--- config.mk ---
export PLATFORM = sky130hd
export DESIGN_NAME = c_subset_token_scanner
export DESIGN_NICKNAME = d
export VERILOG_FILES = /design/src/rtl/core/ctss_pkg.sv /design/src/rtl/core/ctss_scan.sv /design/src/rtl/core/ctss_fifo.sv /design/src/rtl/core/ctss_out.sv /design/src/rtl/core/c_subset_token_scanner.sv
export SDC_FILE = /design/constraint.sdc
export NUM_CORES = 1
export LEC_CHECK = 0
export ABC_CLOCK_PERIOD_IN_PS = 6400
export BUFFER_PORTS_ARGS = -buffer_cell sky130_fd_sc_hd__buf_2
export CELL_PAD_IN_SITES_DETAIL_PLACEMENT = 1
export CELL_PAD_IN_SITES_GLOBAL_PLACEMENT = 1
export CORE_ASPECT_RATIO = 1.25
export CORE_MARGIN = 2
export CORE_UTILIZATION = 50
export DETAILED_ROUTE_END_ITERATION = 6
export HOLD_SLACK_MARGIN = 0.03
export PLACE_DENSITY = 0.81
export SKIP_LAST_GASP = 1
export SLEW_MARGIN = 30
export SYNTH_ARGS = -nofsm -noshare
export SYNTH_HDL_FRONTEND = slang
export SYNTH_SLANG_ARGS = --single-unit
--- constraint.sdc ---
create_clock -name clk -period 6.4 [get_ports clk]
set_input_delay 0 -clock clk [delete_from_list [all_inputs] [get_ports clk]]
set_output_delay 0 -clock clk [all_outputs]
set_load 0.03 [all_outputs]
--- src/rtl/core/ctss_pkg.sv ---
// Shared types, token kinds and character helpers of the token scanner
package ctss_pkg;

	localparam logic [5:0] K_ERR     = 6'd0;
	localparam logic [5:0] K_END     = 6'd1;
	localparam logic [5:0] K_IDENT   = 6'd2;
	localparam logic [5:0] K_INT     = 6'd3;
	localparam logic [5:0] K_LONG    = 6'd4;
	localparam logic [5:0] K_FLOAT   = 6'd5;
	localparam logic [5:0] K_CHAR    = 6'd6;
	localparam logic [5:0] K_KW0     = 6'd7;
	localparam logic [5:0] K_PLUS    = 6'd17;
	localparam logic [5:0] K_MINUS   = 6'd18;
	localparam logic [5:0] K_STAR    = 6'd19;
	localparam logic [5:0] K_SLASH   = 6'd20;
	localparam logic [5:0] K_PERCENT = 6'd21;
	localparam logic [5:0] K_ASSIGN  = 6'd22;
	localparam logic [5:0] K_EQ      = 6'd23;
	localparam logic [5:0] K_NE      = 6'd24;
	localparam logic [5:0] K_GT      = 6'd25;
	localparam logic [5:0] K_GE      = 6'd26;
	localparam logic [5:0] K_LT      = 6'd27;
	localparam logic [5:0] K_LE      = 6'd28;
	localparam logic [5:0] K_AND     = 6'd29;
	localparam logic [5:0] K_OR      = 6'd30;
	localparam logic [5:0] K_LPAREN  = 6'd31;
	localparam logic [5:0] K_RPAREN  = 6'd32;
	localparam logic [5:0] K_LBRACK  = 6'd33;
	localparam logic [5:0] K_RBRACK  = 6'd34;
	localparam logic [5:0] K_LBRACE  = 6'd35;
	localparam logic [5:0] K_RBRACE  = 6'd36;
	localparam logic [5:0] K_SEMI    = 6'd37;
	localparam logic [5:0] K_COMMA   = 6'd38;
	localparam logic [5:0] K_PREP    = 6'd39;
	localparam logic [5:0] K_COMMENT = 6'd40;

	localparam int NUM_KW = 10;
	// keyword text, last character in the low byte
	localparam logic [63:0] KW_WORD [NUM_KW] = '{
		64'("int"), 64'("float"), 64'("char"), 64'("if"), 64'("else"),
		64'("while"), 64'("for"), 64'("return"), 64'("break"), 64'("continue")
	};
	localparam logic [3:0] KW_LEN [NUM_KW] = '{
		4'd3, 4'd5, 4'd4, 4'd2, 4'd4, 4'd5, 4'd3, 4'd6, 4'd5, 4'd8
	};

	localparam int FIFO_DEPTH = 4;
	localparam int FIFO_AW    = 2;

	typedef struct packed {
		logic [5:0]  kind;
		logic [7:0]  len;
		logic [15:0] line;
		logic        last;
	} tok_t;

	// up to two tokens produced by one byte
	typedef struct packed {
		logic [1:0] cnt;
		tok_t       tok0;
		tok_t       tok1;
	} push_t;

	function automatic logic is_digit(logic [7:0] c);
		return c >= "0" && c <= "9";
	endfunction

	function automatic logic is_alpha(logic [7:0] c);
		return (c >= "a" && c <= "z") || (c >= "A" && c <= "Z");
	endfunction

	function automatic logic is_hex(logic [7:0] c);
		return is_digit(c) || (c >= "a" && c <= "f") || (c >= "A" && c <= "F");
	endfunction

	function automatic logic [5:0] single_kind(logic [7:0] c);
		logic [5:0] k;
		k = K_ERR;
		case (c)
			"+": k = K_PLUS;
			"-": k = K_MINUS;
			"*": k = K_STAR;
			"%": k = K_PERCENT;
			"(": k = K_LPAREN;
			")": k = K_RPAREN;
			"[": k = K_LBRACK;
			"]": k = K_RBRACK;
			"{": k = K_LBRACE;
			"}": k = K_RBRACE;
			";": k = K_SEMI;
			",": k = K_COMMA;
			default: k = K_ERR;
		endcase
		return k;
	endfunction

	function automatic logic [5:0] oper_single(logic [7:0] f);
		logic [5:0] k;
		k = K_ERR;
		if (f == "=") k = K_ASSIGN;
		else if (f == "<") k = K_LT;
		else if (f == ">") k = K_GT;
		return k;
	endfunction

endpackage

--- src/rtl/core/ctss_scan.sv ---
// Front end: per-byte scanner state machine that classifies bytes into tokens
module ctss_scan #(
	parameter int LINE_COUNT_BITS = 16,
	parameter int LENGTH_BITS = 8
) (
	input  logic               clk,
	input  logic               arst_n,
	input  logic               take,
	input  logic [7:0]         source_byte,
	input  logic               end_of_input,
	output ctss_pkg::push_t    push
);
	import ctss_pkg::*;

	typedef enum logic [3:0] {
		M_IDLE, M_IDENT, M_NUM, M_DOT, M_SLASH, M_LINE, M_BLOCK, M_BSTAR,
		M_PREP, M_CH_OPEN, M_CH_ESC, M_CH_BODY, M_OPER
	} mode_t;

	localparam logic [1:0] NF_INT  = 2'd0;
	localparam logic [1:0] NF_HEX  = 2'd1;
	localparam logic [1:0] NF_FRAC = 2'd2;

	mode_t                      mode_q, mode_n;
	logic [LENGTH_BITS-1:0]     len_q, len_n, len_g;
	logic [LINE_COUNT_BITS-1:0] line_q, line_n, line_g;
	logic [NUM_KW-1:0]          mask_q, mask_n, mask_hit, mask_start;
	logic [1:0]                 nf_q, nf_n;
	logic [7:0]                 first_q, first_n;

	logic                   a_v, b_v, used, pair;
	logic [5:0]             a_k, b_k, ident_k, pair_k;
	logic [LENGTH_BITS-1:0] a_l, b_l;
	logic [7:0]             c;
	logic [15:0]            line_out;

	function automatic logic [7:0] sat_len(logic [LENGTH_BITS-1:0] v);
		logic [7:0] r;
		if (32'(v) > 32'd255) r = 8'hFF;
		else r = 8'(v);
		return r;
	endfunction

	// keyword candidates whose character at position pos equals byte ch
	function automatic logic [NUM_KW-1:0] kw_hits(logic [LENGTH_BITS-1:0] pos,
			logic [7:0] ch);
		logic [NUM_KW-1:0] h;
		int base;
		for (int i = 0; i < NUM_KW; i++) begin
			h[i] = 1'b0;
			if (32'(pos) < 32'(KW_LEN[i])) begin
				base = 8 * (int'(KW_LEN[i]) - 1 - int'(pos));
				h[i] = (KW_WORD[i][base +: 8] == ch);
			end
		end
		return h;
	endfunction

	assign c = source_byte;
	assign len_g = (len_q == '1) ? len_q : len_q + 1'b1;
	assign line_g = (line_q == '1) ? line_q : line_q + 1'b1;
	assign mask_hit = mask_q & kw_hits(len_q, c);
	assign mask_start = kw_hits('0, c);
	assign line_out = (32'(line_q) > 32'd65535) ? 16'hFFFF : 16'(line_q);

	always_comb begin
		ident_k = K_IDENT;
		for (int i = NUM_KW - 1; i >= 0; i--) begin
			if (mask_q[i] && 32'(KW_LEN[i]) == 32'(len_q)) ident_k = K_KW0 + 6'(i);
		end
	end

	always_comb begin
		pair = 1'b0;
		pair_k = K_ERR;
		if (c == "=") begin
			case (first_q)
				"=": begin pair = 1'b1; pair_k = K_EQ; end
				"!": begin pair = 1'b1; pair_k = K_NE; end
				"<": begin pair = 1'b1; pair_k = K_LE; end
				">": begin pair = 1'b1; pair_k = K_GE; end
				default: ;
			endcase
		end
		if (first_q == "&" && c == "&") begin pair = 1'b1; pair_k = K_AND; end
		if (first_q == "|" && c == "|") begin pair = 1'b1; pair_k = K_OR; end
	end

	always_comb begin
		mode_n = mode_q;
		len_n = len_q;
		line_n = line_q;
		mask_n = mask_q;
		nf_n = nf_q;
		first_n = first_q;
		a_v = 1'b0;
		a_k = K_ERR;
		a_l = len_q;
		b_v = 1'b0;
		b_k = K_ERR;
		b_l = LENGTH_BITS'(1);
		used = 1'b0;
		if (end_of_input) begin
			a_v = (mode_q != M_IDLE);
			unique case (mode_q)
				M_IDENT: a_k = ident_k;
				M_NUM:   a_k = (nf_q == NF_FRAC) ? K_FLOAT : K_INT;
				M_SLASH: a_k = K_SLASH;
				M_LINE:  a_k = K_COMMENT;
				M_PREP:  a_k = K_PREP;
				M_OPER:  a_k = oper_single(first_q);
				default: a_k = K_ERR;
			endcase
			b_v = 1'b1;
			b_k = K_END;
			b_l = '0;
			mode_n = M_IDLE;
		end else begin
			unique case (mode_q)
				M_IDLE: ;
				M_IDENT: begin
					if (is_alpha(c) || is_digit(c) || c == "_") begin
						used = 1'b1; mask_n = mask_hit; len_n = len_g;
					end else begin
						a_v = 1'b1; a_k = ident_k;
					end
				end
				M_NUM: begin
					if (nf_q == NF_FRAC) begin
						if (is_digit(c)) begin
							used = 1'b1; len_n = len_g;
						end else if (c == "F" || c == "f") begin
							used = 1'b1; len_n = len_g; a_v = 1'b1; a_k = K_FLOAT;
							a_l = len_g; mode_n = M_IDLE;
						end else begin
							a_v = 1'b1; a_k = K_FLOAT;
						end
					end else if ((nf_q == NF_HEX) ? is_hex(c) : is_digit(c)) begin
						used = 1'b1; len_n = len_g;
					end else if (nf_q != NF_HEX && (c == "x" || c == "X")
							&& len_q == LENGTH_BITS'(1) && first_q == "0") begin
						used = 1'b1; len_n = len_g; nf_n = NF_HEX;
					end else if (c == ".") begin
						used = 1'b1; len_n = len_g; nf_n = NF_FRAC;
					end else if (c == "F" || c == "f") begin
						used = 1'b1; len_n = len_g; a_v = 1'b1; a_k = K_FLOAT;
						a_l = len_g; mode_n = M_IDLE;
					end else if (c == "L" || c == "l") begin
						used = 1'b1; len_n = len_g; a_v = 1'b1; a_k = K_LONG;
						a_l = len_g; mode_n = M_IDLE;
					end else begin
						a_v = 1'b1; a_k = K_INT;
					end
				end
				M_DOT: begin
					if (is_digit(c)) begin
						used = 1'b1; len_n = len_g; mode_n = M_NUM; nf_n = NF_FRAC;
					end else begin
						a_v = 1'b1; a_k = K_ERR;
					end
				end
				M_SLASH: begin
					if (c == "/") begin
						used = 1'b1; len_n = len_g; mode_n = M_LINE;
					end else if (c == "*") begin
						used = 1'b1; len_n = len_g; mode_n = M_BLOCK;
					end else begin
						a_v = 1'b1; a_k = K_SLASH;
					end
				end
				M_LINE, M_PREP: begin
					if (c != 8'h0A) begin
						used = 1'b1; len_n = len_g;
					end else begin
						a_v = 1'b1; a_k = (mode_q == M_LINE) ? K_COMMENT : K_PREP;
					end
				end
				M_BLOCK, M_BSTAR: begin
					used = 1'b1;
					len_n = len_g;
					if (c == "/" && mode_q == M_BSTAR) begin
						a_v = 1'b1; a_k = K_COMMENT; a_l = len_g; mode_n = M_IDLE;
					end else begin
						if (c == 8'h0A) line_n = line_g;
						mode_n = (c == "*") ? M_BSTAR : M_BLOCK;
					end
				end
				M_CH_OPEN: begin
					used = 1'b1;
					len_n = len_g;
					if (c == "\\") mode_n = M_CH_ESC;
					else if (c == "'" || c == 8'h0A) begin
						a_v = 1'b1; a_k = K_ERR; a_l = len_g; mode_n = M_IDLE;
					end else mode_n = M_CH_BODY;
				end
				M_CH_ESC: begin
					used = 1'b1;
					len_n = len_g;
					if (c == "n" || c == "t" || c == "r" || c == "0") mode_n = M_CH_BODY;
					else begin
						a_v = 1'b1; a_k = K_ERR; a_l = len_g; mode_n = M_IDLE;
					end
				end
				M_CH_BODY: begin
					used = 1'b1; len_n = len_g; a_v = 1'b1;
					a_k = (c == "'") ? K_CHAR : K_ERR; a_l = len_g; mode_n = M_IDLE;
				end
				M_OPER: begin
					if (pair) begin
						used = 1'b1; len_n = len_g; a_v = 1'b1; a_k = pair_k;
						a_l = len_g; mode_n = M_IDLE;
					end else begin
						a_v = 1'b1; a_k = oper_single(first_q);
					end
				end
				default: ;
			endcase
			if (!used) begin
				mode_n = M_IDLE;
				if (c == 8'h0A) line_n = line_g;
				else if (c != " " && c != 8'h09 && c != 8'h0D) begin
					len_n = LENGTH_BITS'(1);
					first_n = c;
					nf_n = NF_INT;
					if (is_alpha(c) || c == "_") begin
						mask_n = mask_start; mode_n = M_IDENT;
					end else if (is_digit(c)) mode_n = M_NUM;
					else begin
						case (c)
							".": mode_n = M_DOT;
							"/": mode_n = M_SLASH;
							"#": mode_n = M_PREP;
							"'": mode_n = M_CH_OPEN;
							"=", "!", "<", ">", "&", "|": mode_n = M_OPER;
							default: begin
								b_v = 1'b1; b_k = single_kind(c);
							end
						endcase
					end
				end
			end
		end
	end

	// pack the step's tokens, first one in tok0
	always_comb begin
		push.cnt = {1'b0, a_v} + {1'b0, b_v};
		push.tok0.kind = a_v ? a_k : b_k;
		push.tok0.len = sat_len(a_v ? a_l : b_l);
		push.tok0.line = line_out;
		push.tok0.last = !(a_v && b_v);
		push.tok1.kind = b_k;
		push.tok1.len = sat_len(b_l);
		push.tok1.line = line_out;
		push.tok1.last = 1'b1;
		if (!take) push.cnt = 2'd0;
	end

	always_ff @(posedge clk or negedge arst_n) begin
		if (!arst_n) begin
			mode_q <= M_IDLE;
			len_q <= '0;
			line_q <= LINE_COUNT_BITS'(1);
			mask_q <= '1;
			nf_q <= NF_INT;
			first_q <= '0;
		end else if (take) begin
			mode_q <= mode_n;
			len_q <= len_n;
			line_q <= line_n;
			mask_q <= mask_n;
			nf_q <= nf_n;
			first_q <= first_n;
		end
	end

endmodule

--- src/rtl/core/ctss_fifo.sv ---
// Token queue between scanner and output: two writes, one read per cycle
module ctss_fifo (
	input  logic            clk,
	input  logic            arst_n,
	input  ctss_pkg::push_t push,
	output logic            room,
	output logic            nonempty,
	output ctss_pkg::tok_t  head,
	input  logic            pop
);
	import ctss_pkg::*;

	tok_t                 mem [FIFO_DEPTH];
	logic [FIFO_AW-1:0]   wp_q, rp_q;
	logic [FIFO_AW:0]     count_q;

	// leave space for the two tokens one byte can make
	assign room = count_q <= (FIFO_AW+1)'(FIFO_DEPTH - 2);
	assign nonempty = count_q != '0;
	assign head = mem[rp_q];

	always_ff @(posedge clk) begin
		if (push.cnt != 2'd0) mem[wp_q] <= push.tok0;
		if (push.cnt == 2'd2) mem[wp_q + 1'b1] <= push.tok1;
	end

	always_ff @(posedge clk or negedge arst_n) begin
		if (!arst_n) begin
			wp_q <= '0;
			rp_q <= '0;
			count_q <= '0;
		end else begin
			wp_q <= wp_q + FIFO_AW'(push.cnt);
			if (pop) rp_q <= rp_q + 1'b1;
			count_q <= count_q + (FIFO_AW+1)'(push.cnt) - (FIFO_AW+1)'(pop);
		end
	end

endmodule

--- src/rtl/core/ctss_out.sv ---
// Back end: output register that drives the token stream
module ctss_out (
	input  logic           clk,
	input  logic           arst_n,
	input  logic           nonempty,
	input  ctss_pkg::tok_t head,
	output logic           pop,
	output logic           m_axis_tvalid,
	input  logic           m_axis_tready,
	output logic [31:0]    m_axis_tdata,  // token_kind[5:0], token_length[13:6], line_number[29:14]
	output logic           m_axis_tlast
);
	import ctss_pkg::*;

	tok_t tok_q;
	logic valid_q;

	// refill when empty or the held beat is taken
	assign pop = nonempty && (!valid_q || m_axis_tready);
	assign m_axis_tvalid = valid_q;
	assign m_axis_tdata = {2'b00, tok_q.line, tok_q.len, tok_q.kind};
	assign m_axis_tlast = tok_q.last;

	always_ff @(posedge clk) begin
		if (pop) tok_q <= head;
	end

	always_ff @(posedge clk or negedge arst_n) begin
		if (!arst_n) valid_q <= 1'b0;
		else if (pop) valid_q <= 1'b1;
		else if (m_axis_tready) valid_q <= 1'b0;
	end

endmodule

--- src/rtl/core/c_subset_token_scanner.sv ---
// Path: a token enters the token queue with the byte that ends it, then the output register.
// Throughput: one byte per cycle; a byte that makes two tokens uses two output beats,
// and input stalls when the four-entry token queue has fewer than two free slots.
// Reset: arst_n clears scanner state (idle, line 1), the queue and the output valid flag.
// Top level of the C subset token scanner
module c_subset_token_scanner #(
	parameter int LINE_COUNT_BITS = 16,
	parameter int LENGTH_BITS = 8
) (
	input  logic        clk,
	input  logic        arst_n,
	input  logic        s_axis_tvalid,
	output logic        s_axis_tready,
	input  logic [7:0]  s_axis_tdata,   // source_byte[7:0]
	input  logic        s_axis_tuser,   // end_of_input[0]
	output logic        m_axis_tvalid,
	input  logic        m_axis_tready,
	output logic [31:0] m_axis_tdata,   // token_kind[5:0], token_length[13:6], line_number[29:14]
	output logic        m_axis_tlast    // last_of_run
);
	import ctss_pkg::*;

	push_t push;
	tok_t  head;
	logic  room, nonempty, pop;

	assign s_axis_tready = room;

	ctss_scan #(
		.LINE_COUNT_BITS(LINE_COUNT_BITS),
		.LENGTH_BITS(LENGTH_BITS)
	) u_scan (
		.clk(clk),
		.arst_n(arst_n),
		.take(s_axis_tvalid && room),
		.source_byte(s_axis_tdata),
		.end_of_input(s_axis_tuser),
		.push(push)
	);

	ctss_fifo u_fifo (
		.clk(clk),
		.arst_n(arst_n),
		.push(push),
		.room(room),
		.nonempty(nonempty),
		.head(head),
		.pop(pop)
	);

	ctss_out u_out (
		.clk(clk),
		.arst_n(arst_n),
		.nonempty(nonempty),
		.head(head),
		.pop(pop),
		.m_axis_tvalid(m_axis_tvalid),
		.m_axis_tready(m_axis_tready),
		.m_axis_tdata(m_axis_tdata),
		.m_axis_tlast(m_axis_tlast)
	);

endmodule

==> summary.txt, run 1 <==
========================================================================================================
Result of the run ......................................................................... complete, no violations
Post-synth design cell area ...............................................................  13,600 um^2
Critical path class .......................................................................   reg -> reg
Leakage ...................................................................................      5.21 nW
Slowest-stage cell, CP ....................................................................        or4_1
Unrepaired setup endpoints after global routing ...........................................        false
Sequential standard cell area .............................................................    5750 um^2
Detail Route Antenna Nets .................................................................            0
TritonCTS clock tree ......................................................................          yes
Synthesis-stage register bit count ........................................................          211
Worst Path Max Fanout .....................................................................           39
Top Family by Delay on Critical Path ...................................................... simple AND/OR/NAND/NOR gates
Number of library cell types mapped by synthesis ..........................................          103
Async set-reset flop share out of synthesis ...............................................        0.265
I/O pin cnt ...............................................................................           48
Final #Nets ...............................................................................        1,438
Die W .....................................................................................       151 um
Critical Path Sink Type ...................................................................         flop
Worst-path cell chain ..................................................................... inv_1, ha_1, or4b_1, or4_1, and4b_4, a21oi_4, nor3_2, a21o_1, ha_1, o21ai_1, nor3_1, nor2_1, inv_1, buf_4, and2_1
EDFF count, synth .........................................................................          123
Aggregate negative setup slack ............................................................         0 ps
Worst path setup slack after routing ......................................................       687 ps
Slew Limit Headroom .......................................................................        0.377
Std cell rows .............................................................................           67
Area added between synthesis and finish ...................................................        9.15%
Min-delay worst type ......................................................................    in -> reg
Final period utilization ..................................................................        0.893
HPWL after detailed placement .............................................................    35,600 um
Average vias per placed instance ..........................................................         6.98
Most common cell after layout, fill and taps aside ........................................      nand2_1
Clock root buffer .........................................................................    clkbuf_16
Pre-CTS setup slack .......................................................................       874 ps
Global-route wire length before repair ....................................................    78,000 um
Routed wire length per instance ...........................................................      29.0 um
Worst voltage drop across the vdd grid ....................................................   0.000233 V
Final-report setup violation count ........................................................            0
Clock insertion delay at the later pin of the skew report .................................       530 ps
Area of the placeable core ................................................................  26,700 um^2
DP Area ...................................................................................  14,100 um^2
Number of vias after detailed routing .....................................................       12,339
DRC violation count after routing .........................................................            0
Height of the die .........................................................................       188 um
Post-CTS clock slew at the launch and capture registers of the worst setup and hold paths .        60 ps
Clock buffers created by TritonCTS ........................................................           23
Clk_skew ..................................................................................      31.6 ps
Most instantiated flip-flop cell in the synthesis netlist .................................     edfxtp_1
Total Wirelength ..........................................................................    51,200 um
Synthesis Warnings ........................................................................            0
Highest-count cells in the layout ignoring fill and taps .................................. nand2_1 (136), edfxtp_1 (123), o21ai_0 (92), and2_1 (77), nor2_1 (70)
Die area ..................................................................................  28,500 um^2
Layout Cell Area excl Fill ................................................................  14,800 um^2
Via count of the first global-routing pass ................................................       12,741
Number of inserted diodes .................................................................            0
Tightest Pin Transition ...................................................................       912 ps
Ratio of cells with drive above 1 in the final layout .....................................        0.145
Final cell count without fillers ..........................................................        1,767
Average footprint of a synthesized cell ...................................................    9.62 um^2
Number of antenna violations at the first check in global routing .........................            0
Maximum buffer depth of the clock tree ....................................................            3
Post-Route Hold Slack .....................................................................      66.2 ps
Comb power frac ...........................................................................        0.375
Overall overflow remaining after global route .............................................            0
Total power per unit cell area ............................................................  354 nW/um^2
Max-cap violations ........................................................................            0
Buffer count from post-CTS setup fixing ...................................................            0
Number of inserted filler cells in the final layout .......................................        2,977
Share of total power consumed by net switching ............................................        0.392
Number of cells upsized or downsized after cts ............................................            0
Final Max Slew Viols ......................................................................            0
Number of levels in the clock H-tree ......................................................            1
Proportion of power drawn by flip-flops and latches .......................................        0.385
Initial core utilization ..................................................................        0.507
Port bufs .................................................................................           45
Final number of hold-violating endpoints ..................................................            0
Clock period minus final worst setup slack ................................................      5710 ps
Number of iterations in the first detailed-routing pass ...................................            7
Net switching power .......................................................................      2.06 mW
CTS sink cnt ..............................................................................          211
CP arrival ................................................................................      5990 ps
Type of element launching the critical path ...............................................         flop
Total placed cells including tap cells ....................................................        1,723
Portion of the post-synthesis area used by sequential elements ............................        0.424
Overall track demand over capacity in global routing ......................................        0.361
Cells after Synth .........................................................................        1,410
Maximum number of pins on one net before global-route repair ..............................           57
Number of buffers added to fix hold violations after cts ..................................            3
Clock network fraction of total power .....................................................        0.240
Achievable clock frequency ................................................................      175 MHz
Buffering stage count on the worst path with inverters included ...........................            3
Initial detailed-routing violation count ..................................................        1,036
Cell internal power dissipation ...........................................................      3.19 mW
Footprint of the multi-input gates ........................................................    7350 um^2
Largest stage delay on the critical path ..................................................       670 ps
Worst Path Required .......................................................................      6680 ps
Final weighted congestion in routability-driven placement .................................         1.00
========================================================================================================
-- path summary, 6_finish.rpt --
kind	startpoint	to	slack [ps]	depth (start not counted)
setup / recovery	u_scan.len_q[2]	u_fifo.mem[0][2]	690	15
hold / removal	s_axis_tuser	u_fifo.mem[2][17]	70	2
hold reg to reg	u_fifo.mem[3][19]	u_fifo.mem[3][19]	460	2
min in group asynchronous	arst_n	u_scan.mode_q[3]	230	3
max in group asynchronous	arst_n	u_fifo.rp_q[1]	5560	3
setup reg to reg	u_scan.len_q[2]	u_fifo.mem[0][2]	690	15
-- worst reg2reg max path, delay by kind of cell (launching register included) --
| kind | cells | cell delay [ps] |
|---|---|---|
| buffers and inverters | 3 | 660 |
| AO/OA/AOI/OAI | 3 | 1030 |
| flip-flops | 1 | 380 |
| adder cells (fa/ha/maj) | 2 | 720 |
| AND/OR/NAND/NOR | 7 | 2680 |
-- per-stage QoR --
stage,util,total power [mW]
CTS,0.553,5.25
finish,0.554,5.25
global route,0.554,5.50
detailed placement,0.526,3.95
floorplan,-,3.36
global placement,0.525,3.89
-- registers in the layout, indices dropped and copies added, names as in the netlist, 3 cells and up, named ones only --
signal,count
u_fifo.count_q,3
u_fifo.mem,124
u_out.m_axis_tdata,30
u_scan.first_q,8
u_scan.len_q,8
u_scan.line_out,10
u_scan.mask_q,10
u_scan.mode_q,4
-- cells in the mapped netlist (all sizes together), types with 6 or more instances --
| cell | n | area share |
|---|---|---|
| a2111oi | 6 | 0.0039 |
| a211oi | 14 | 0.0089 |
| a21o | 10 | 0.0061 |
| a21oi | 64 | 0.025 |
| a31o | 7 | 0.0045 |
| a31oi | 20 | 0.0092 |
| a32o | 7 | 0.0052 |
| a32oi | 8 | 0.0052 |
| and2 | 78 | 0.036 |
| and3 | 24 | 0.011 |
| buf | 32 | 0.011 |
| clkbuf | 75 | 0.021 |
| dfrtp | 45 | 0.083 |
| dfstp | 11 | 0.021 |
| dfxtp | 32 | 0.047 |
| edfxtp | 123 | 0.27 |
| ha | 18 | 0.017 |
| inv | 30 | 0.0083 |
| mux2 | 17 | 0.016 |
| mux2i | 12 | 0.0089 |
| mux4 | 31 | 0.051 |
| nand2 | 136 | 0.038 |
| nand2b | 24 | 0.011 |
| nand3 | 50 | 0.018 |
| nand3b | 8 | 0.0053 |
| nand4 | 19 | 0.0088 |
| nor2 | 71 | 0.020 |
| nor2b | 15 | 0.0069 |
| nor3 | 45 | 0.017 |
| nor4 | 16 | 0.0078 |
| nor4b | 8 | 0.0056 |
| o2111ai | 7 | 0.0045 |
| o211ai | 11 | 0.0065 |
| o21a | 9 | 0.0050 |
| o21ai | 99 | 0.037 |
| o22ai | 44 | 0.020 |
| o2bb2ai | 8 | 0.0052 |
| o31ai | 11 | 0.0061 |
| o41ai | 6 | 0.0039 |
| or2 | 10 | 0.0046 |
| or3 | 14 | 0.0065 |
| or4b | 6 | 0.0044 |
| xnor2 | 33 | 0.021 |
| xor2 | 8 | 0.0052 |
-- layer usage --
| layer | track usage | vias to the layer above | wire (um) | share of wire |
|---|---|---|---|---|
| met4 | 0.236 | 0 | 3920 | 0.076 |
| met2 | 0.612 | 624 | 25300 | 0.49 |
| met1 | 0.418 | 6155 | 18700 | 0.37 |
| li1 | - | 5355 | - | - |
| met5 | 0 | - | 0 | 0 |
| met3 | 0.0564 | 205 | 3230 | 0.063 |
-- cell type report --
| type | count | share of cell area |
|---|---|---|
| clock buffers | 30 | 0.0406 |
| clock inverters | 11 | 0.00591 |
| inverters | 31 | 0.00786 |
| multi-input cells | 1062 | 0.496 |
| flip-flops and latches | 211 | 0.388 |
| well taps | 345 | 0.0291 |
| repair buffers | 77 | 0.0319 |
-- power groups by stage --
stage	clock network, mW	registers [mW]	logic, mW
2_1_floorplan	0	2.11	1.25
3_3_place_gp	0	2.01	1.87
3_5_place_dp	0	2.03	1.92
4_1_cts	1.28	2.02	1.95
5_1_grt	1.33	2.05	2.12
6_report	1.26	2.02	1.97
-- logic make-up (layout without fill, tap and decap cells) --
family | after synthesis | in the layout | share of synthesized area
compound gates | 387 | 387 | 0.194
xor+xnor | 41 | 41 | 0.0265
fa+ha+maj | 19 | 19 | 0.0181
buf+inv | 138 | 149 | 0.0407
flops | 211 | 211 | 0.424
mux | 60 | 60 | 0.0764
other cells | 1 | 2 | 0.000276
simple gates | 553 | 553 | 0.220
(Power assumes the default switching activity.)
==> run 2, diff against run 1 <==
--- a/config.mk
+++ b/config.mk
@@ -5,12 +5,12 @@
 export SDC_FILE = /design/constraint.sdc
 export NUM_CORES = 1
 export LEC_CHECK = 0
-export ABC_CLOCK_PERIOD_IN_PS = 6400
+export ABC_CLOCK_PERIOD_IN_PS = 5700
 export BUFFER_PORTS_ARGS = -buffer_cell sky130_fd_sc_hd__buf_2
 export CELL_PAD_IN_SITES_DETAIL_PLACEMENT = 1
 export CELL_PAD_IN_SITES_GLOBAL_PLACEMENT = 1
 export CORE_ASPECT_RATIO = 1.25
-export CORE_MARGIN = 2
+export CORE_MARGIN = 1
 export CORE_UTILIZATION = 50
 export DETAILED_ROUTE_END_ITERATION = 6
 export HOLD_SLACK_MARGIN = 0.03
==> constraint.sdc (replaced) <==
create_clock -name clk -period 5.7 [get_ports clk]
set_input_delay 0 -clock clk [delete_from_list [all_inputs] [get_ports clk]]
set_output_delay 0 -clock clk [all_outputs]
set_load 0.03 [all_outputs]
==> summary.txt, run 2 (synthesis gave the netlist of run 1 again) <==
========================================================================================================
Critical Path Sink Type ...................................................................         flop
Overall track demand over capacity in global routing ......................................        0.376   +0.0153
Average vias per placed instance ..........................................................         6.91   -1.0%
Register-to-register path setup slack .....................................................       450 ps   -240 ps
Register containing the most flip-flops in the final layout ...............................   u_fifo.mem
Die area ..................................................................................  27,800 um^2   -2.4%
Min-delay worst type ......................................................................    in -> reg
Maximum number of pins on one net before global-route repair ..............................           57   unchanged
Worst voltage drop across the vdd grid ....................................................   0.000186 V   -20%
Proportion of power drawn by flip-flops and latches .......................................        0.382   -0.003
Slowest-stage cell, CP ....................................................................        or4_1
Ratio of cells with drive above 1 in the final layout .....................................        0.156   +0.0111
DRC violation count after routing .........................................................            0   unchanged
Most common cell after layout, fill and taps aside ........................................      nand2_1
Unrepaired setup endpoints after global routing ...........................................        false
Result of the run ......................................................................... complete, no violations
Clock root buffer .........................................................................    clkbuf_16
Final-report setup violation count ........................................................            0   unchanged
Initial detailed-routing violation count ..................................................          952   -8.1%
Share of total power consumed by net switching ............................................        0.390   -0.00208
Critical path class .......................................................................   reg -> reg
Detail Route Antenna Nets .................................................................            0   unchanged
Flip-flop count of the largest register, all copies and words added .......................          124   unchanged
Die W .....................................................................................       149 um   -1.3%
TritonCTS clock tree ......................................................................          yes
Total Wirelength ..........................................................................    51,800 um   +1.1%
HPWL after detailed placement .............................................................    37,200 um   +4.3%
Maximum buffer depth of the clock tree ....................................................            3   unchanged
Tightest Pin Transition ...................................................................       963 ps   +51.7 ps
Post-Route Hold Slack .....................................................................      57.3 ps   -8.87 ps
Leakage ...................................................................................      5.33 nW   +2.2%
Final #Nets ...............................................................................        1,461   +1.6%
Final cell count without fillers ..........................................................        1,788   +1.2%
Clock insertion delay at the later pin of the skew report .................................       520 ps   about the same
Slew Limit Headroom .......................................................................        0.354   -0.0227
I/O pin cnt ...............................................................................           48   unchanged
Height of the die .........................................................................       186 um   -1.1%
Largest stage delay on the critical path ..................................................       680 ps   about the same
Number of inserted diodes .................................................................            0   unchanged
Global-route wire length before repair ....................................................    77,900 um   -0.19%
Net switching power .......................................................................      2.31 mW   +12%
Final Max Slew Viols ......................................................................            0   unchanged
Initial core utilization ..................................................................        0.507   unchanged
Cell internal power dissipation ...........................................................      3.62 mW   +13%
Final number of hold-violating endpoints ..................................................            0   unchanged
Top Family by Delay on Critical Path ...................................................... simple AND/OR/NAND/NOR gates
Via count of the first global-routing pass ................................................       12,602   -1.1%
Comb power frac ...........................................................................        0.379   +0.004
Number of cells upsized or downsized after cts ............................................            0   unchanged
Type of element launching the critical path ...............................................         flop
Std cell rows .............................................................................           67   unchanged
Number of antenna violations at the first check in global routing .........................            0   unchanged
Total power per unit cell area ............................................................  396 nW/um^2   +12%
Number of vias after detailed routing .....................................................       12,360   +0.17%
Overall overflow remaining after global route .............................................            0   unchanged
Post-CTS clock slew at the launch and capture registers of the worst setup and hold paths .        70 ps   about the same
Total placed cells including tap cells ....................................................        1,746   +1.3%
Clock buffers created by TritonCTS ........................................................           23   unchanged
Area of the placeable core ................................................................  26,700 um^2   unchanged
Buffering stage count on the worst path with inverters included ...........................            4   +1
CP arrival ................................................................................      5520 ps   -470 ps
Final weighted congestion in routability-driven placement .................................        0.972   -3.0%
Worst-path cell chain ..................................................................... inv_1, ha_1, or4b_1, or4_1, nand4_1, o211ai_2, o21ai_2, inv_2, ha_1, o21ai_1, or2_2, and2_1, inv_1, buf_4, and2_1
Highest-count cells in the layout ignoring fill and taps .................................. nand2_1 (136), edfxtp_1 (123), o21ai_0 (92), and2_1 (77), nor2_1 (70)
Worst Path Max Fanout .....................................................................           40   +2.6%
Area added between synthesis and finish ...................................................        10.3%
Port bufs .................................................................................           45   unchanged
Clock period minus final worst setup slack ................................................      5250 ps   -458 ps
Aggregate negative setup slack ............................................................         0 ps   unchanged
Number of levels in the clock H-tree ......................................................            1   unchanged
Clk_skew ..................................................................................      14.0 ps   -17.6 ps
CTS sink cnt ..............................................................................          211   unchanged
Clock network fraction of total power .....................................................        0.240   about the same
Worst Path Required .......................................................................      5970 ps   -710 ps
Number of iterations in the first detailed-routing pass ...................................            5   -2
Routed wire length per instance ...........................................................      29.0 um   about the same
Max-cap violations ........................................................................            0   unchanged
Achievable clock frequency ................................................................      190 MHz   +8.7%
Final period utilization ..................................................................        0.922   +0.0293
========================================================================================================
run 2: changes by cell type in the layout (fill, tap and decap cells not counted), sizes merged:
cell      before  now
inv           33   30
clkinvlp       2    1
clkbuf        30   32
buf           74   97
run 2: what timing repair did:
action | 4_1_cts | 5_1_grt
hold buffers | 3 | 0
buffers inserted | 0 | 0
endpoints found under the hold margin | 47 | 0
run 2: path summary, 6_finish.rpt:
check / from / to / depth (start not counted)
min: s_axis_tvalid / u_scan.nf_q[1] / 6
min in group asynchronous: arst_n / u_scan.len_q[1] / 3
min reg2reg: u_fifo.mem[0][21] / u_fifo.mem[0][21] / 2
max: u_scan.len_q[2] / u_fifo.mem[1][7] / 15
max in group asynchronous: arst_n / u_fifo.rp_q[1] / 3
max reg2reg: u_scan.len_q[2] / u_fifo.mem[1][7] / 15
run 2: area by class of cell:
type / count / area (um^2)
clock buffer: 32 / 631
clock inverter: 7 / 58.8
fill: 2964 / 11800
inverter: 31 / 116
multi-input combinational: 1062 / 7340
sequential: 211 / 5750
tap: 345 / 432
timing repair buffer: 100 / 646
run 2: through the flow:
step	setup WS, ps	cell area (um^2)	utilization	power, mW
floorplan	135	13600	-	3.78
global placement	686	14200	0.532	4.40
detailed placement	635	14200	0.532	4.48
CTS	559	15000	0.559	5.92
global route	246	15000	0.560	6.18
finish	445	15000	0.560	5.93
run 2: power groups by stage:
stage,Clock [mW],Sequential [mW],Combinational (mW)
after floorplan,0,2.37,1.41
after global placement,0,2.25,2.15
after detailed placement,0,2.28,2.20
after CTS,1.43,2.26,2.23
after global routing,1.48,2.30,2.41
final,1.42,2.26,2.25
run 2: metal layers:
| layer | vias to the layer above | share of wire | global-route usage |
|---|---|---|---|
| met2 | 572 | 0.51 | 0.668 |
| met1 | 6201 | 0.37 | 0.429 |
| met5 | - | 0 | 0 |
| li1 | 5387 | - | - |
| met4 | 0 | 0.065 | 0.229 |
| met3 | 200 | 0.058 | 0.0488 |
run 2: tightest hold or removal path: cells and delay by family:
kind	cells	cell delay, ps
buffers and inverters	2	300
AND/OR/NAND/NOR	3	160
AO/OA/AOI/OAI	1	70
==> run 3, diff against run 2 <==
--- a/config.mk
+++ b/config.mk
@@ -10,7 +10,7 @@
 export CELL_PAD_IN_SITES_DETAIL_PLACEMENT = 1
 export CELL_PAD_IN_SITES_GLOBAL_PLACEMENT = 1
 export CORE_ASPECT_RATIO = 1.25
-export CORE_MARGIN = 1
+export CORE_MARGIN = 2
 export CORE_UTILIZATION = 50
 export DETAILED_ROUTE_END_ITERATION = 6
 export HOLD_SLACK_MARGIN = 0.03
==> summary.txt, run 3 (synthesis gave the netlist of run 1 again) <==
========================================================================================================
Worst Path Max Fanout .....................................................................           39   -2.5%
Average vias per placed instance ..........................................................         6.96   +0.67%
Critical Path Sink Type ...................................................................         flop
Min-delay worst type ......................................................................    in -> reg
Number of iterations in the first detailed-routing pass ...................................            5   unchanged
Height of the die .........................................................................       188 um   +1.1%
Area added between synthesis and finish ...................................................        10.6%
Total Wirelength ..........................................................................    51,600 um   -0.33%
Final number of hold-violating endpoints ..................................................            0   unchanged
Critical path class .......................................................................   reg -> reg
Die area ..................................................................................  28,500 um^2   +2.4%
Die W .....................................................................................       151 um   +1.3%
Hold Crit Endpoint ........................................................................ u_scan.nf_q[1]
Clock buffers created by TritonCTS ........................................................           23   unchanged
Length in cells of the worst reg-to-reg path ..............................................           15   unchanged
Highest-count cells in the layout ignoring fill and taps .................................. nand2_1 (136), edfxtp_1 (123), o21ai_0 (92), and2_1 (77), nor2_1 (70)
Flip-flop count of the largest register, all copies and words added .......................          124   unchanged
Global-route wire length before repair ....................................................    79,100 um   +1.6%
Area of the placeable core ................................................................  26,700 um^2   unchanged
DRC violation count after routing .........................................................            0   unchanged
Post-CTS clock slew at the launch and capture registers of the worst setup and hold paths .        70 ps   about the same
Result of the run ......................................................................... complete, no violations
Port bufs .................................................................................           45   unchanged
I/O pin cnt ...............................................................................           48   unchanged
Initial core utilization ..................................................................        0.507   unchanged
Ratio of cells with drive above 1 in the final layout .....................................        0.157   +0.00117
Number of cells upsized or downsized after cts ............................................            0   unchanged
Critical hold path startpoint ............................................................. s_axis_tvalid
Overall overflow remaining after global route .............................................            0   unchanged
Type of element launching the critical path ...............................................         flop
Clock root buffer .........................................................................    clkbuf_16
Clock period minus final worst setup slack ................................................      5350 ps   +99.8 ps
Cell internal power dissipation ...........................................................      3.65 mW   +0.84%
TritonCTS clock tree ......................................................................          yes
Hold Crit Depth ...........................................................................            6   unchanged
Number of inserted diodes .................................................................            0   unchanged
Std cell rows .............................................................................           67   unchanged
Routed wire length per instance ...........................................................      28.8 um   -0.45%
CTS sink cnt ..............................................................................          211   unchanged
Share of total power consumed by net switching ............................................        0.393   +0.00350
Initial detailed-routing violation count ..................................................          928   -2.5%
Final weighted congestion in routability-driven placement .................................        0.972   unchanged
Maximum number of pins on one net before global-route repair ..............................           57   unchanged
Overall track demand over capacity in global routing ......................................        0.365   -0.0110
Total power per unit cell area ............................................................  401 nW/um^2   +1.2%
Unrepaired setup endpoints after global routing ...........................................        false
Detail Route Antenna Nets .................................................................            0   unchanged
Post-layout power .........................................................................      6.02 mW   +1.4%
Worst voltage drop across the vdd grid ....................................................   0.000256 V   +37%
Proportion of power drawn by flip-flops and latches .......................................        0.379   -0.003
Net switching power .......................................................................      2.37 mW   +2.3%
Number of levels in the clock H-tree ......................................................            1   unchanged
Clock insertion delay at the later pin of the skew report .................................       520 ps   about the same
Worst Path Required .......................................................................      5970 ps   about the same
Final #Nets ...............................................................................        1,461   unchanged
Via count of the first global-routing pass ................................................       12,895   +2.3%
Register-to-register path setup slack .....................................................       350 ps   -100 ps
HPWL after detailed placement .............................................................    36,800 um   -0.86%
Max-cap violations ........................................................................            0   unchanged
Number of vias after detailed routing .....................................................       12,457   +0.78%
Start of the worst register-to-register path .............................................. u_scan.len_q[1]
Achievable clock frequency ................................................................      187 MHz   -1.9%
Clock network fraction of total power .....................................................        0.251   +0.011
Maximum buffer depth of the clock tree ....................................................            3   unchanged
Tightest Pin Transition ...................................................................       971 ps   +7.62 ps
CP arrival ................................................................................      5630 ps   +110 ps
Most common cell after layout, fill and taps aside ........................................      nand2_1
Number of antenna violations at the first check in global routing .........................            1   +1
Slew Limit Headroom .......................................................................        0.344   -0.0103
Comb power frac ...........................................................................        0.370   -0.009
Register containing the most flip-flops in the final layout ...............................   u_fifo.mem
Clk_skew ..................................................................................      15.0 ps   +1.07 ps
Final Max Slew Viols ......................................................................            0   unchanged
Aggregate negative setup slack ............................................................         0 ps   unchanged
Leakage ...................................................................................      5.34 nW   +0.28%
Critical R2R Capture ...................................................................... u_fifo.mem[1][8]
Final period utilization ..................................................................        0.939   +0.0175
Final-report setup violation count ........................................................            0   unchanged
========================================================================================================
## run 3: worst max-delay path by stage
stage,from,end,slack (ps),depth (start not counted)
detailed placement,u_scan.len_q[1],u_fifo.mem[3][7],540,15
CTS,u_scan.len_q[1],u_fifo.mem[1][8],470,15
floorplan,u_scan.len_q[2],u_fifo.mem[1][10],140,17
finish,u_scan.len_q[1],u_fifo.mem[1][8],350,15
global route,u_scan.len_q[1],u_fifo.mem[1][8],110,15
global placement,u_scan.mode_q[1],u_fifo.mem[3][5],750,15
## run 3: routing by layer
layer / wire length [um] / GRT usage / vias up
met1: 19000 / 0.431 / 6229
met5: 0 / 0 / -
met2: 25800 / 0.626 / 625
met3: 3050 / 0.0467 / 211
li1: - / - / 5392
met4: 3790 / 0.221 / 0
## run 3: critical path, stage by stage (launching register included)
cell	delay, ps
dfrtp_1	380
inv_1	80
ha_1	280
or4b_1	440
or4_1	680
and4b_4	330
a21oi_4	310
nor3_2	160
a21o_1	190
ha_1	400
o21ai_1	420
or2_2	320
and2_1	460
inv_1	190
buf_12	220
and2_1	200
## run 3: area by class of cell
class	count	area (um^2)
fill	2954	11700
multi-input combinational	1062	7320
sequential	211	5750
timing repair buffer	100	658
clock buffer	25	583
tap	345	432
clock inverter	16	144
inverter	31	116
## run 3: power groups by stage
stage,logic (mW),clock network [mW],registers [mW]
after CTS,2.21,1.51,2.28
final,2.23,1.51,2.28
after global placement,2.12,0,2.27
after floorplan,1.41,0,2.37
after global routing,2.39,1.57,2.33
after detailed placement,2.18,0,2.30
## run 3: what timing repair did
item | in CTS | in global routing
buffers inserted | 0 | 0
endpoints found under the hold margin | 47 | 0
hold buffers | 3 | 0
## run 3: stage by stage
| stage | util | setup slack, ps | hold slack (ps) | area [um^2] | std cells |
|---|---|---|---|---|---|
| finish | 0.561 | 346 | 73.7 | 15000 | 1790 |
| detailed placement | 0.533 | 535 | 218 | 14200 | 1746 |
| global route | 0.561 | 113 | 86.9 | 15000 | 1790 |
| floorplan | - | 135 | -296 | 13600 | 1411 |
| global placement | 0.532 | 753 | 196 | 14200 | 1746 |
| CTS | 0.561 | 466 | 49.1 | 15000 | 1790 |
